$ cat src/sv/cfr_pkg.sv
// ----------------------------------------------------------------------------
// cfr_pkg
// Shared constants and types of the controller frame receiver.
// ----------------------------------------------------------------------------
package cfr_pkg;

   localparam int FRAME_BYTES = 10;
   localparam int IDX_W       = $clog2(FRAME_BYTES + 1);

   localparam int BYTE_W      = 8;
   localparam int RAW_W       = 16;
   localparam int GAIN_W      = 28;
   localparam int GAIN_FRAC   = 24;
   localparam int PROD_W      = RAW_W + GAIN_W;
   localparam int SPEED_W     = 19;
   localparam int DIST_W      = 32;

   localparam logic [GAIN_W-1:0] GAIN_RESET = GAIN_W'(134075981);

   // speed * 5 / 36 is done as ((speed * 5) >> 2) / 9
   localparam int TIMES5_W    = SPEED_W + 3;
   localparam int DIV_IN_W    = TIMES5_W - 2;
   localparam int DIV9_SHIFT  = 24;
   localparam int RECIP_W     = 21;
   localparam logic [RECIP_W-1:0] DIV9_RECIP = RECIP_W'((2 ** DIV9_SHIFT) / 9);
   localparam int QUOT_W      = 17;
   localparam int REM_W       = 5;
   localparam logic [REM_W-1:0] DIVISOR_9 = REM_W'(9);

   typedef logic [BYTE_W-1:0]  byte_type;
   typedef logic [SPEED_W-1:0] speed_type;
   typedef logic [DIST_W-1:0]  dist_type;
   typedef logic [QUOT_W-1:0]  quot_type;

   typedef struct packed {
      logic             chk_ok;
      logic [RAW_W-1:0] raw;
      byte_type         current;
      byte_type         voltage;
      byte_type         status1;
      byte_type         status2;
   } frame_type;

   typedef struct packed {
      logic     chk_ok;
      byte_type current;
      byte_type voltage;
      byte_type status1;
      byte_type status2;
   } info_type;

endpackage

$ cat src/sv/cfr_if.sv
// ----------------------------------------------------------------------------
// cfr_if
// Valid/ready channels of the controller frame receiver.
// ----------------------------------------------------------------------------
interface cfr_req_if import cfr_pkg::*; ();
   logic     valid;
   logic     ready;
   byte_type rx_byte;
   logic     last_byte;

   modport source (output valid, rx_byte, last_byte, input ready);
   modport sink   (input valid, rx_byte, last_byte, output ready);
endinterface

interface cfr_rsp_if import cfr_pkg::*; ();
   logic      valid;
   logic      ready;
   logic      frame_ok;
   speed_type speed_centi_kmh;
   byte_type  charge_current;
   byte_type  charge_voltage;
   byte_type  fault_status1;
   byte_type  fault_status2;
   dist_type  distance_cm;

   modport source (output valid, frame_ok, speed_centi_kmh, charge_current, charge_voltage,
                   fault_status1, fault_status2, distance_cm, input ready);
   modport sink   (input valid, frame_ok, speed_centi_kmh, charge_current, charge_voltage,
                   fault_status1, fault_status2, distance_cm, output ready);
endinterface

interface cfr_csr_if import cfr_pkg::*; ();
   logic              valid;
   logic              ready;
   logic [GAIN_W-1:0] speed_gain;

   modport source (output valid, speed_gain, input ready);
   modport sink   (input valid, speed_gain, output ready);
endinterface

$ cat src/sv/cfr_frame_buf.sv
// ----------------------------------------------------------------------------
// cfr_frame_buf
// Frame byte store, checksum and field extraction at the buffer end.
// ----------------------------------------------------------------------------
module cfr_frame_buf import cfr_pkg::*; (
   input  logic      clock,
   input  logic      reset,
   input  logic      accept,
   input  byte_type  rx_byte,
   input  logic      last_byte,
   output frame_type frame
);

   logic [IDX_W-1:0] idx_ff, idx_in;
   byte_type         bytes_ff [FRAME_BYTES];
   byte_type         bytes_in [FRAME_BYTES];
   byte_type         view     [FRAME_BYTES];
   byte_type         sum;

   always_comb begin
      for (int k = 0; k < FRAME_BYTES; k++) begin
         view[k] = (idx_ff == IDX_W'(k)) ? rx_byte : bytes_ff[k];
      end
      sum = '0;
      for (int k = 1; k <= 8; k++) begin
         sum = sum + view[k];
      end
   end

   always_comb begin
      idx_in   = idx_ff;
      bytes_in = bytes_ff;
      if (accept) begin
         if (last_byte) begin
            idx_in = '0;
            for (int k = 0; k < FRAME_BYTES; k++) begin
               bytes_in[k] = '0;
            end
         end else if (idx_ff < IDX_W'(FRAME_BYTES)) begin
            idx_in   = idx_ff + IDX_W'(1);
            bytes_in = view;
         end
      end
   end

   always_ff @(posedge clock) begin
      if (reset) begin
         idx_ff <= '0;
         for (int k = 0; k < FRAME_BYTES; k++) begin
            bytes_ff[k] <= '0;
         end
      end else begin
         idx_ff   <= idx_in;
         bytes_ff <= bytes_in;
      end
   end

   assign frame.chk_ok  = (sum == view[9]);
   assign frame.raw     = {view[3], view[2]};
   assign frame.current = view[4];
   assign frame.voltage = view[5];
   assign frame.status1 = view[6];
   assign frame.status2 = view[7];

   a_idx_range: assert property (@(posedge clock) disable iff (reset)
      idx_ff <= IDX_W'(FRAME_BYTES))
      else $error("byte index past frame length");

   a_idx_clear: assert property (@(posedge clock) disable iff (reset)
      accept && last_byte |=> idx_ff == '0 && bytes_ff[9] == '0)
      else $error("frame store not cleared at buffer end");

endmodule

$ cat src/sv/controller_frame_receiver.sv
// ----------------------------------------------------------------------------
// controller_frame_receiver
// Motor controller frame decoder: checksum, speed, distance, status bytes.
// ----------------------------------------------------------------------------
// Takes one frame byte per cycle with no gaps required unless rsp_ch.ready
// stalls fill the pipeline. A frame's result passes the input register, the
// speed-gain multiply, the reciprocal multiply for the divide by 9, its
// remainder fixup and the saturating distance add, each in its own pipeline
// register. The pipeline collapses bubbles, so bytes keep being taken while
// a result waits. The speed_gain register resets to 134075981 (Q24); the user
// writes it through the csr channel while no frame is in flight; not enforced.
module controller_frame_receiver import cfr_pkg::*; (
   input  logic clock,
   input  logic reset,
   cfr_req_if.sink   req_ch,
   cfr_rsp_if.source rsp_ch,
   cfr_csr_if.sink   csr_ch
);

   logic [GAIN_W-1:0]   gain_ff;
   frame_type           frame;
   logic                req_acc;

   logic                v1_ff, v2_ff, v3_ff, v4_ff, out_v_ff;
   logic                rdy1, rdy2, rdy3, rdy4, rdy_out;

   logic [RAW_W-1:0]    p1_raw_ff;
   info_type            p1_info_ff, p2_info_ff, p3_info_ff, p4_info_ff;
   speed_type           p2_speed_ff, p3_speed_ff, p4_speed_ff;
   logic [DIV_IN_W-1:0] p3_y_ff;
   quot_type            p3_q_ff, p4_inc_ff;

   logic [PROD_W-1:0]            prod;
   logic [PROD_W-GAIN_FRAC-1:0]  prod_int;
   speed_type                    speed_in;
   logic [TIMES5_W-1:0]          times5;
   logic [DIV_IN_W-1:0]          y_in;
   logic [DIV_IN_W+RECIP_W-1:0]  q_prod;
   logic [DIV_IN_W:0]            nine_q;
   logic [DIV_IN_W:0]            rem_full;
   quot_type                     inc_in;
   logic [DIST_W:0]              dist_sum;

   logic                frame_ok_ff;
   speed_type           speed_ff;
   byte_type            current_ff, voltage_ff, status1_ff, status2_ff;
   dist_type            dist_ff;

   // configuration
   assign csr_ch.ready = 1'b1;

   always_ff @(posedge clock) begin
      if (reset) begin
         gain_ff <= GAIN_RESET;
      end else if (csr_ch.valid) begin
         gain_ff <= csr_ch.speed_gain;
      end
   end

   // pipeline flow
   assign rdy_out = !out_v_ff || rsp_ch.ready;
   assign rdy4    = !v4_ff || rdy_out;
   assign rdy3    = !v3_ff || rdy4;
   assign rdy2    = !v2_ff || rdy3;
   assign rdy1    = !v1_ff || rdy2;

   assign req_ch.ready = rdy1;
   assign req_acc      = req_ch.valid && rdy1;

   cfr_frame_buf u_frame_buf (
      .clock     (clock),
      .reset     (reset),
      .accept    (req_acc),
      .rx_byte   (req_ch.rx_byte),
      .last_byte (req_ch.last_byte),
      .frame     (frame)
   );

   // stage arithmetic
   assign prod     = PROD_W'(p1_raw_ff) * PROD_W'(gain_ff);
   assign prod_int = prod[PROD_W-1:GAIN_FRAC];
   assign speed_in = prod_int[SPEED_W] ? '1 : prod_int[SPEED_W-1:0];

   assign times5   = {p2_speed_ff, 2'b00} + TIMES5_W'(p2_speed_ff);
   assign y_in     = times5[TIMES5_W-1:2];
   assign q_prod   = (DIV_IN_W+RECIP_W)'(y_in) * (DIV_IN_W+RECIP_W)'(DIV9_RECIP);

   assign nine_q   = {1'b0, p3_q_ff, 3'b000} + (DIV_IN_W+1)'(p3_q_ff);
   assign rem_full = {1'b0, p3_y_ff} - nine_q;
   assign inc_in   = p3_q_ff + QUOT_W'(rem_full[REM_W-1:0] >= DIVISOR_9);

   assign dist_sum = {1'b0, dist_ff} + (DIST_W+1)'(p4_inc_ff);

   always_ff @(posedge clock) begin
      if (reset) begin
         v1_ff       <= 1'b0;
         v2_ff       <= 1'b0;
         v3_ff       <= 1'b0;
         v4_ff       <= 1'b0;
         out_v_ff    <= 1'b0;
         frame_ok_ff <= 1'b0;
         speed_ff    <= '0;
         current_ff  <= '0;
         voltage_ff  <= '0;
         status1_ff  <= '0;
         status2_ff  <= '0;
         dist_ff     <= '0;
      end else begin
         if (rdy1) begin
            v1_ff <= req_acc && req_ch.last_byte;
         end
         if (rdy2) begin
            v2_ff <= v1_ff;
         end
         if (rdy3) begin
            v3_ff <= v2_ff;
         end
         if (rdy4) begin
            v4_ff <= v3_ff;
         end
         if (rdy_out) begin
            out_v_ff <= v4_ff;
            if (v4_ff) begin
               frame_ok_ff <= p4_info_ff.chk_ok;
               if (p4_info_ff.chk_ok) begin
                  speed_ff   <= p4_speed_ff;
                  current_ff <= p4_info_ff.current;
                  voltage_ff <= p4_info_ff.voltage;
                  status1_ff <= p4_info_ff.status1;
                  status2_ff <= p4_info_ff.status2;
                  dist_ff    <= dist_sum[DIST_W] ? '1 : dist_sum[DIST_W-1:0];
               end
            end
         end
      end
   end

   always_ff @(posedge clock) begin
      if (rdy1) begin
         p1_raw_ff          <= frame.raw;
         p1_info_ff.chk_ok  <= frame.chk_ok;
         p1_info_ff.current <= frame.current;
         p1_info_ff.voltage <= frame.voltage;
         p1_info_ff.status1 <= frame.status1;
         p1_info_ff.status2 <= frame.status2;
      end
      if (rdy2) begin
         p2_info_ff  <= p1_info_ff;
         p2_speed_ff <= speed_in;
      end
      if (rdy3) begin
         p3_info_ff  <= p2_info_ff;
         p3_speed_ff <= p2_speed_ff;
         p3_y_ff     <= y_in;
         p3_q_ff     <= q_prod[DIV9_SHIFT+QUOT_W-1:DIV9_SHIFT];
      end
      if (rdy4) begin
         p4_info_ff  <= p3_info_ff;
         p4_speed_ff <= p3_speed_ff;
         p4_inc_ff   <= inc_in;
      end
   end

   assign rsp_ch.valid           = out_v_ff;
   assign rsp_ch.frame_ok        = frame_ok_ff;
   assign rsp_ch.speed_centi_kmh = speed_ff;
   assign rsp_ch.charge_current  = current_ff;
   assign rsp_ch.charge_voltage  = voltage_ff;
   assign rsp_ch.fault_status1   = status1_ff;
   assign rsp_ch.fault_status2   = status2_ff;
   assign rsp_ch.distance_cm     = dist_ff;

   a_dist_monotonic: assert property (@(posedge clock) disable iff (reset)
      !$past(reset) |-> dist_ff >= $past(dist_ff))
      else $error("running distance decreased");

   a_reject_holds: assert property (@(posedge clock) disable iff (reset)
      rdy_out && v4_ff && !p4_info_ff.chk_ok |=> $stable(speed_ff) && $stable(dist_ff))
      else $error("rejected frame changed accepted values");

   a_stall_holds: assert property (@(posedge clock) disable iff (reset)
      v4_ff && !rdy_out |=> v4_ff && $stable(p4_inc_ff) && $stable(p4_speed_ff))
      else $error("stalled stage lost its contents");

endmodule

$ cat src/flat_wrapper.sv
// flat-port wrapper written by rule: the top's interface ports become plain ports
module controller_frame_receiver_flat import cfr_pkg::*;
  (clock, reset, req_ch_valid, req_ch_rx_byte, req_ch_last_byte, req_ch_ready, rsp_ch_valid, rsp_ch_frame_ok, rsp_ch_speed_centi_kmh, rsp_ch_charge_current, rsp_ch_charge_voltage, rsp_ch_fault_status1, rsp_ch_fault_status2, rsp_ch_distance_cm, rsp_ch_ready, csr_ch_valid, csr_ch_speed_gain, csr_ch_ready);
  cfr_req_if req_ch_i ();
  cfr_rsp_if rsp_ch_i ();
  cfr_csr_if csr_ch_i ();
  input  logic clock;
  input  logic reset;
  input wire logic [$bits(req_ch_i.valid)-1:0] req_ch_valid;
  input wire logic [$bits(req_ch_i.rx_byte)-1:0] req_ch_rx_byte;
  input wire logic [$bits(req_ch_i.last_byte)-1:0] req_ch_last_byte;
  output wire logic [$bits(req_ch_i.ready)-1:0] req_ch_ready;
  output wire logic [$bits(rsp_ch_i.valid)-1:0] rsp_ch_valid;
  output wire logic [$bits(rsp_ch_i.frame_ok)-1:0] rsp_ch_frame_ok;
  output wire logic [$bits(rsp_ch_i.speed_centi_kmh)-1:0] rsp_ch_speed_centi_kmh;
  output wire logic [$bits(rsp_ch_i.charge_current)-1:0] rsp_ch_charge_current;
  output wire logic [$bits(rsp_ch_i.charge_voltage)-1:0] rsp_ch_charge_voltage;
  output wire logic [$bits(rsp_ch_i.fault_status1)-1:0] rsp_ch_fault_status1;
  output wire logic [$bits(rsp_ch_i.fault_status2)-1:0] rsp_ch_fault_status2;
  output wire logic [$bits(rsp_ch_i.distance_cm)-1:0] rsp_ch_distance_cm;
  input wire logic [$bits(rsp_ch_i.ready)-1:0] rsp_ch_ready;
  input wire logic [$bits(csr_ch_i.valid)-1:0] csr_ch_valid;
  input wire logic [$bits(csr_ch_i.speed_gain)-1:0] csr_ch_speed_gain;
  output wire logic [$bits(csr_ch_i.ready)-1:0] csr_ch_ready;
  assign req_ch_i.valid = req_ch_valid;
  assign req_ch_i.rx_byte = req_ch_rx_byte;
  assign req_ch_i.last_byte = req_ch_last_byte;
  assign req_ch_ready = req_ch_i.ready;
  assign rsp_ch_valid = rsp_ch_i.valid;
  assign rsp_ch_frame_ok = rsp_ch_i.frame_ok;
  assign rsp_ch_speed_centi_kmh = rsp_ch_i.speed_centi_kmh;
  assign rsp_ch_charge_current = rsp_ch_i.charge_current;
  assign rsp_ch_charge_voltage = rsp_ch_i.charge_voltage;
  assign rsp_ch_fault_status1 = rsp_ch_i.fault_status1;
  assign rsp_ch_fault_status2 = rsp_ch_i.fault_status2;
  assign rsp_ch_distance_cm = rsp_ch_i.distance_cm;
  assign rsp_ch_i.ready = rsp_ch_ready;
  assign csr_ch_i.valid = csr_ch_valid;
  assign csr_ch_i.speed_gain = csr_ch_speed_gain;
  assign csr_ch_ready = csr_ch_i.ready;
  controller_frame_receiver u_core (.clock(clock), .reset(reset), .req_ch(req_ch_i), .rsp_ch(rsp_ch_i), .csr_ch(csr_ch_i));
endmodule
$ cat config.mk
export PLATFORM = sky130hd
export DESIGN_NAME = controller_frame_receiver_flat
export DESIGN_NICKNAME = d
export VERILOG_FILES = /design/src/sv/cfr_pkg.sv /design/src/sv/cfr_if.sv /design/src/sv/cfr_frame_buf.sv /design/src/sv/controller_frame_receiver.sv /design/src/flat_wrapper.sv
export SDC_FILE = /design/constraint.sdc
export NUM_CORES = 2
export LEC_CHECK = 0
export BUFFER_PORTS_ARGS = -buffer_cell sky130_fd_sc_hd__buf_4
export CAP_MARGIN = 10
export CELL_PAD_IN_SITES_DETAIL_PLACEMENT = 1
export CELL_PAD_IN_SITES_GLOBAL_PLACEMENT = 1
export CORE_MARGIN = 2
export CORE_UTILIZATION = 45
export CTS_CLUSTER_SIZE = 10
export DETAILED_ROUTE_END_ITERATION = 8
export PLACE_DENSITY = 0.79
export REMOVE_ABC_BUFFERS = 1
export SETUP_SLACK_MARGIN = 0.5
export SLEW_MARGIN = 20
export SYNTH_ARGS = -nofsm -noshare
export SYNTH_HDL_FRONTEND = slang
export SYNTH_SLANG_ARGS = --single-unit
$ cat constraint.sdc
create_clock -name clock -period 8.4 [get_ports clock]
set_clock_uncertainty 0.05 [all_clocks]
set_input_delay 1.26 -clock clock [delete_from_list [all_inputs] [get_ports clock]]
set_output_delay 1.26 -clock clock [all_outputs]
set_load 0.005 [all_outputs]
; Word level (Yosys, flattened, before mapping)
; Cells that the tools add are included.
; Widths: inputs -> output; s select.
[word_totals]
register_bits = 437
inputBits = 42
elab_cells = 107
[classes]
n_addsub = 13
multipliers = 2
order_cmp = 2
n_eq_ne = 10
mux = 14
reduce_logical = 16
[op_table]
columns = cell, count
row1 = $mux 72, 2
row2 = $mux 8, 9
row3 = $add 8x8->8, 7
row4 = $mul 16x28->44, 1
row5 = $mul 20x21->41 const B, 1
row6 = $add 32x17->33, 1
row7 = $mux 32, 1
row8 = $add 21x19->22, 1
row9 = $add 17x1->17, 1
row10 = $eq 4x3->1 const B, 4
row11 = $eq 4x2->1 const B, 2
row12 = $eq 4x4->1 const B, 2
row13 = $eq 8x8->1, 1
row14 = $mux 4, 2
row15 = $add 5x5->5, 1
row16 = $ge 5x4->1 const B, 1
row17 = $logic_not 1->1, 5
row18 = $logic_or 1x1->1, 5
row19 = $sub 5x5->5, 1
row20 = $add 4x1->4 const B, 1
row21 = $eq 4x1->1 const B, 1
row22 = $lt 4x4->1 const B, 1
row23 = $reduce_and 2->1, 2
row24 = $reduce_and 3->1, 1
row25 = 2 further kinds, 3

; Logic depth before layout (Yosys ltp)
[depth]
ltp_word = 10
depth_mapped = 39
depth_no_buf = 39

; Modules after synthesis
; Synthesis repeated with hierarchy kept, for this count alone.
[unflattened]
hier_cells = 3595
area_unflattened_um2 = 37359.6
[by_module_without_submodules]
columns = module, n_inst, cells_each, area_each_um2, seq_area_each_um2
row1 = controller_frame_receiver, 1, 3038, 32254.7, 9669.3
row2 = cfr_frame_buf, 1, 557, 5104.9, 1521.5

; Worst setup path after synthesis
; Ideal clock, no wire load.
[synth_timing]
path_kind = reg2reg
start = register u_core.p2_speed_ff[2]
end = register u_core.p3_q_ff[16] (data pin)
setup_ns = 0.260
arrival_ns = 8.315
slack_ns = -0.225
stages_incl_launch_ff = 38
cell_sequence = edfxtp_1 > ha_1 > inv_1 > fa_1 > nor2b_1 > o21ai_0 > a21boi_0 > o21ai_0 > a21oi_1 > o21ai_0 > a21oi_1 > o211ai_1 > a31oi_1 > o21ai_0 > xnor2_1 > fa_1 > ha_1 > fa_1 > [... 2 more ...] > inv_1 > fa_1 > inv_1 > fa_1 > fa_1 > inv_1 > ha_1 > a21o_1 > a21o_1 > a21oi_1 > o211ai_1 > o31ai_4 > o21ai_1 > a21o_1 > a221o_1 > a21oi_1 > o21bai_1 > xnor2_1
[synth_via]
elab_chain_cells = 2
[synth_rtl]
columns = element, line_no
row1 = start: declaration, controller_frame_receiver.sv:29  ; speed_type p2_speed_ff, p3_speed_ff, p4_speed_ff;
row2 = start signal: assignment, controller_frame_receiver.sv:149  ; p2_speed_ff <= speed_in;
row3 = $add 21x19->22, controller_frame_receiver.sv:84  ; assign times5 = {p2_speed_ff, 2'b00} + TIMES5_W'(p2_speed_ff);
row4 = $mul 20x21->41, controller_frame_receiver.sv:86  ; assign q_prod = (DIV_IN_W+RECIP_W)'(y_in) * (DIV_IN_W+RECIP_W)'(DIV9_RECIP);
row5 = net u_core.q_prod[40], controller_frame_receiver.sv:38  ; logic [DIV_IN_W+RECIP_W-1:0] q_prod;
row6 = end signal: assignment, controller_frame_receiver.sv:155  ; p3_q_ff <= q_prod[DIV9_SHIFT+QUOT_W-1:DIV9_SHIFT];
row7 = end: declaration, controller_frame_receiver.sv:31  ; quot_type p3_q_ff, p4_inc_ff;
; The timed path passes the listed nets, and every way through them passes these cells.
; A chain may end at the register's enable or synchronous reset.

; Worst setup path after layout
[layout_timing]
start = register u_core.p2_speed_ff[0]
end = register u_core.p3_q_ff[16] (data pin)
; The elaborated chain is that of the path after synthesis.

==> results.txt <==
leakage power: 0.01966 uW
Setup crit end kind: register
Critical path origin: u_core.p2_speed_ff[0]
WP data required: 8.72 ns
R2R Setup Slk: -0.41 ns
GR Overflow Total: 0
maximum root-to-sink buffer count: 3
synthesized cell area: 37200 sq um
CP Launch Type: register
crit path kind: register to register
clock-pin transition on the worst setup and hold timing paths: 0.06 ns
initial antenna violation count: 1
Initial DRC Count: 1314
Detailed Place HPWL: 73780 um
slew of the pin with the lowest slew margin: 1.026 ns
Worst-Skew Late Latency: 0.64 ns
CP arrival: 9.14 ns
Core Region: 81980 sq um
Post-synth EDFFs: 244
DRT antenna net count: 0
worst-path maximum fanout: 3
flops & latches, synth: 437
GP Congestion: 0.8645
Hold Violations, Final: 0
Multi-input gate area: 23490 sq um
fmax: 113.5 MHz
Die ar.: 84980 sq um
total power: 5962 uW
DRT Wirelength: 101600 um
Seq/Total Area, Yosys: 0.3008
drt first pass iters: 5
Fillers: 8967
Post-Synthesis Cells: 3598
leading cell types in the layout, fill and taps excluded: inv_1, fa_1, nand2_1
Cell Pwr Density: 140.4 nW/um^2
Largest stage delay, worst path: 0.60 ns
Peak VDD IR: 0.1615 mV
crit path time final: 8.812 ns
outcome: complete, but fails checks
register area: 11200 sq um
share of layout cells above drive strength 1: 0.1348
Placed Cells: 4774
design area: 42470 sq um
Port-buffer cells: 127
Clk Tree Root Cell: clkbuf_16
Post-synth ARST share: 0
library cells used by synthesis: 75
setup slack after placement: -0.8205 ns
Finished Layout Cells: 4937
Sink Count: 437
RSZ-0062 raised after global routing: yes
max-cap violations: 0
final setup margin: -0.4123 ns
Post-route DRC: 0
Cell Area, Placed: 39960 sq um
area added between synthesis and finish: 14.17%
layout net count: 4704
All-Layer GR Usage: 0.2362
largest net degree at the start of global routing: 115
Final setup violation count: 10
post-cts hold buffer count: 0
vias in the first global route: 29330
Hold WC Path Type: register to register
predominant post-synthesis flop cell: edfxtp_1
reg2reg end: u_core.p3_q_ff[16]
H-tree depth: 2
max_slew headroom: 0.3162
Cell Rows: 105
Final Cycle Share: 1.049
Die Height: 291.5 um
cells on worst reg2reg path: 41
global-route wire length before repair: 158900 um
initial core utilization: 0.4538
Vias: 26190
chip width: 291.5 um
reg2reg start: u_core.p2_speed_ff[0]
end of the critical path: u_core.p3_q_ff[16]
Avg Inst Size Synth: 10.34 sq um
slowest CP cell: fa_1
Max Slew Vio Count: 0
CTS buffer count: 53
commonest non-fill, non-tap cell in the layout: inv_1
Most common cell on crit path: buf_4
drt via density: 5.304
IO Count: 129
failing checks: negative setup slack
Warnings, synthesis: 0
CTS tree: built
WL/cell: 20.58 um
worst min-delay path by stage:
stage                     depth (start not counted)                    end             startpoint  slack (ns)
after global placement                            0   u_core.p3_info_ff[5]   u_core.p2_info_ff[5]        0.35
after floorplan                                   0   u_core.p2_info_ff[0]   u_core.p1_info_ff[0]        0.35
after CTS                                         0   u_core.p4_info_ff[8]   u_core.p3_info_ff[8]        0.30
final                                             0   u_core.p4_info_ff[8]   u_core.p3_info_ff[8]        0.33
after global routing                              0   u_core.p4_info_ff[8]   u_core.p3_info_ff[8]        0.31
after detailed placement                          0  u_core.p4_info_ff[18]  u_core.p3_info_ff[18]        0.36
flip-flops by register name (all words and copies together) (netlist names), 4 cells and up:
| register | cells |
|---|---|
| u_core.u_frame_buf.bytes_ff | 72 |
| u_core.p1_info_ff | 33 |
| u_core.p2_info_ff | 33 |
| u_core.p3_info_ff | 33 |
| u_core.p4_info_ff | 33 |
| u_core.rsp_ch.distance_cm | 32 |
| u_core.gain_ff | 28 |
| u_core.p2_speed_ff | 19 |
| u_core.p3_speed_ff | 19 |
| u_core.p4_speed_ff | 19 |
| u_core.rsp_ch.speed_centi_kmh | 19 |
| u_core.p3_q_ff | 17 |
| u_core.p4_inc_ff | 17 |
| u_core.p1_raw_ff | 16 |
| u_core.rsp_ch.charge_current | 8 |
| u_core.rsp_ch.charge_voltage | 8 |
| u_core.rsp_ch.fault_status1 | 8 |
| u_core.rsp_ch.fault_status2 | 8 |
| u_core.p3_y_ff | 5 |
| u_core.u_frame_buf.idx_ff | 4 |
per-layer routing:
metal  vias up  global-route usage  part of all wire
met2       669              0.4177              0.50
met4         0             0.07003             0.027
li1      11950                   -                 -
met1     13400              0.2995              0.42
met5         -                   0                 0
met3       170             0.03405             0.051
metrics by stage:
stage | util | hold slack [ns] | setup TNS [ns]
6_report | 0.5181 | 0.3291 | -2.591
5_1_grt | 0.5181 | 0.3119 | -6.428
4_1_cts | 0.5113 | 0.3017 | -0.6725
3_5_place_dp | 0.4874 | 0.3556 | -6.275
3_3_place_gp | 0.4874 | 0.3508 | -2.476
2_1_floorplan | - | 0.3503 | -0.3121
cell usage after synthesis (all sizes together) (14+ instances only):
| cell | number | area, sq um |
|---|---|---|
| dfxtp | 193 | 3864 |
| a31oi | 31 | 200.2 |
| mux2 | 23 | 259.0 |
| o21a | 14 | 105.1 |
| xor2 | 43 | 384.1 |
| a211oi | 31 | 242.7 |
| mux2i | 60 | 600.6 |
| nand2 | 494 | 1879 |
| edfxtp | 244 | 7327 |
| nor2 | 154 | 578.1 |
| fa | 506 | 10130 |
| xnor2 | 74 | 648.1 |
| nand2b | 14 | 87.58 |
| a211o | 19 | 166.4 |
| a21o | 25 | 187.7 |
| buf | 21 | 92.59 |
| o21ai | 47 | 239.0 |
| and2 | 149 | 932.1 |
| ha | 335 | 4192 |
| and3 | 18 | 112.6 |
| nand3 | 22 | 115.1 |
| nor3 | 57 | 285.3 |
| inv | 603 | 2263 |
| clkbuf | 132 | 495.5 |
| a21oi | 159 | 799.5 |
| nor2b | 29 | 181.4 |
logic make-up after synthesis:
logic type / Yosys count / share of synthesized area
mux: 83 / 0.02311
compound gates: 385 / 0.06687
fa+ha+maj: 841 / 0.3850
buf+inv: 757 / 0.07676
other cells: 1 / 0.0001008
flops: 437 / 0.3008
simple gates: 977 / 0.1196
xor+xnor: 117 / 0.02775
report_power, final:
group	internal (uW)	total [uW]	switching [uW]
Combinational	589	1390	797
Sequential	2320	2400	77.7
Clock	1240	2170	934
final cells by class:
| type | count | area share |
|---|---|---|
| Multi-Input combinational cell | 2404 | 0.5531 |
| Sequential cell | 437 | 0.2636 |
| Timing Repair Buffer | 321 | 0.05980 |
| Inverter | 604 | 0.05338 |
| Clock buffer | 90 | 0.03591 |
| Tap cell | 1070 | 0.03152 |
| Clock inverter | 10 | 0.002593 |
| Antenna cell | 1 | 0.00005892 |
worst max-delay path: cells and delay by family, from the launching register on:
| kind | cells | cell delay [ns] |
|---|---|---|
| buf+inv | 9 | 0.97 |
| compound gates | 16 | 2.83 |
| fa+ha+maj | 10 | 3.56 |
| simple gates | 4 | 0.56 |
| flops | 1 | 0.37 |
| xor+xnor | 2 | 0.28 |
what timing repair did:
| item | 4_1_cts | 5_1_grt |
|---|---|---|
| pin swaps | 36 | 48 |
| buffers inserted | 22 | 40 |
| endpoints found under the setup margin | 17 | 35 |
| gates resized for setup | 43 | 44 |
Power figures use the tool's default switching activity.
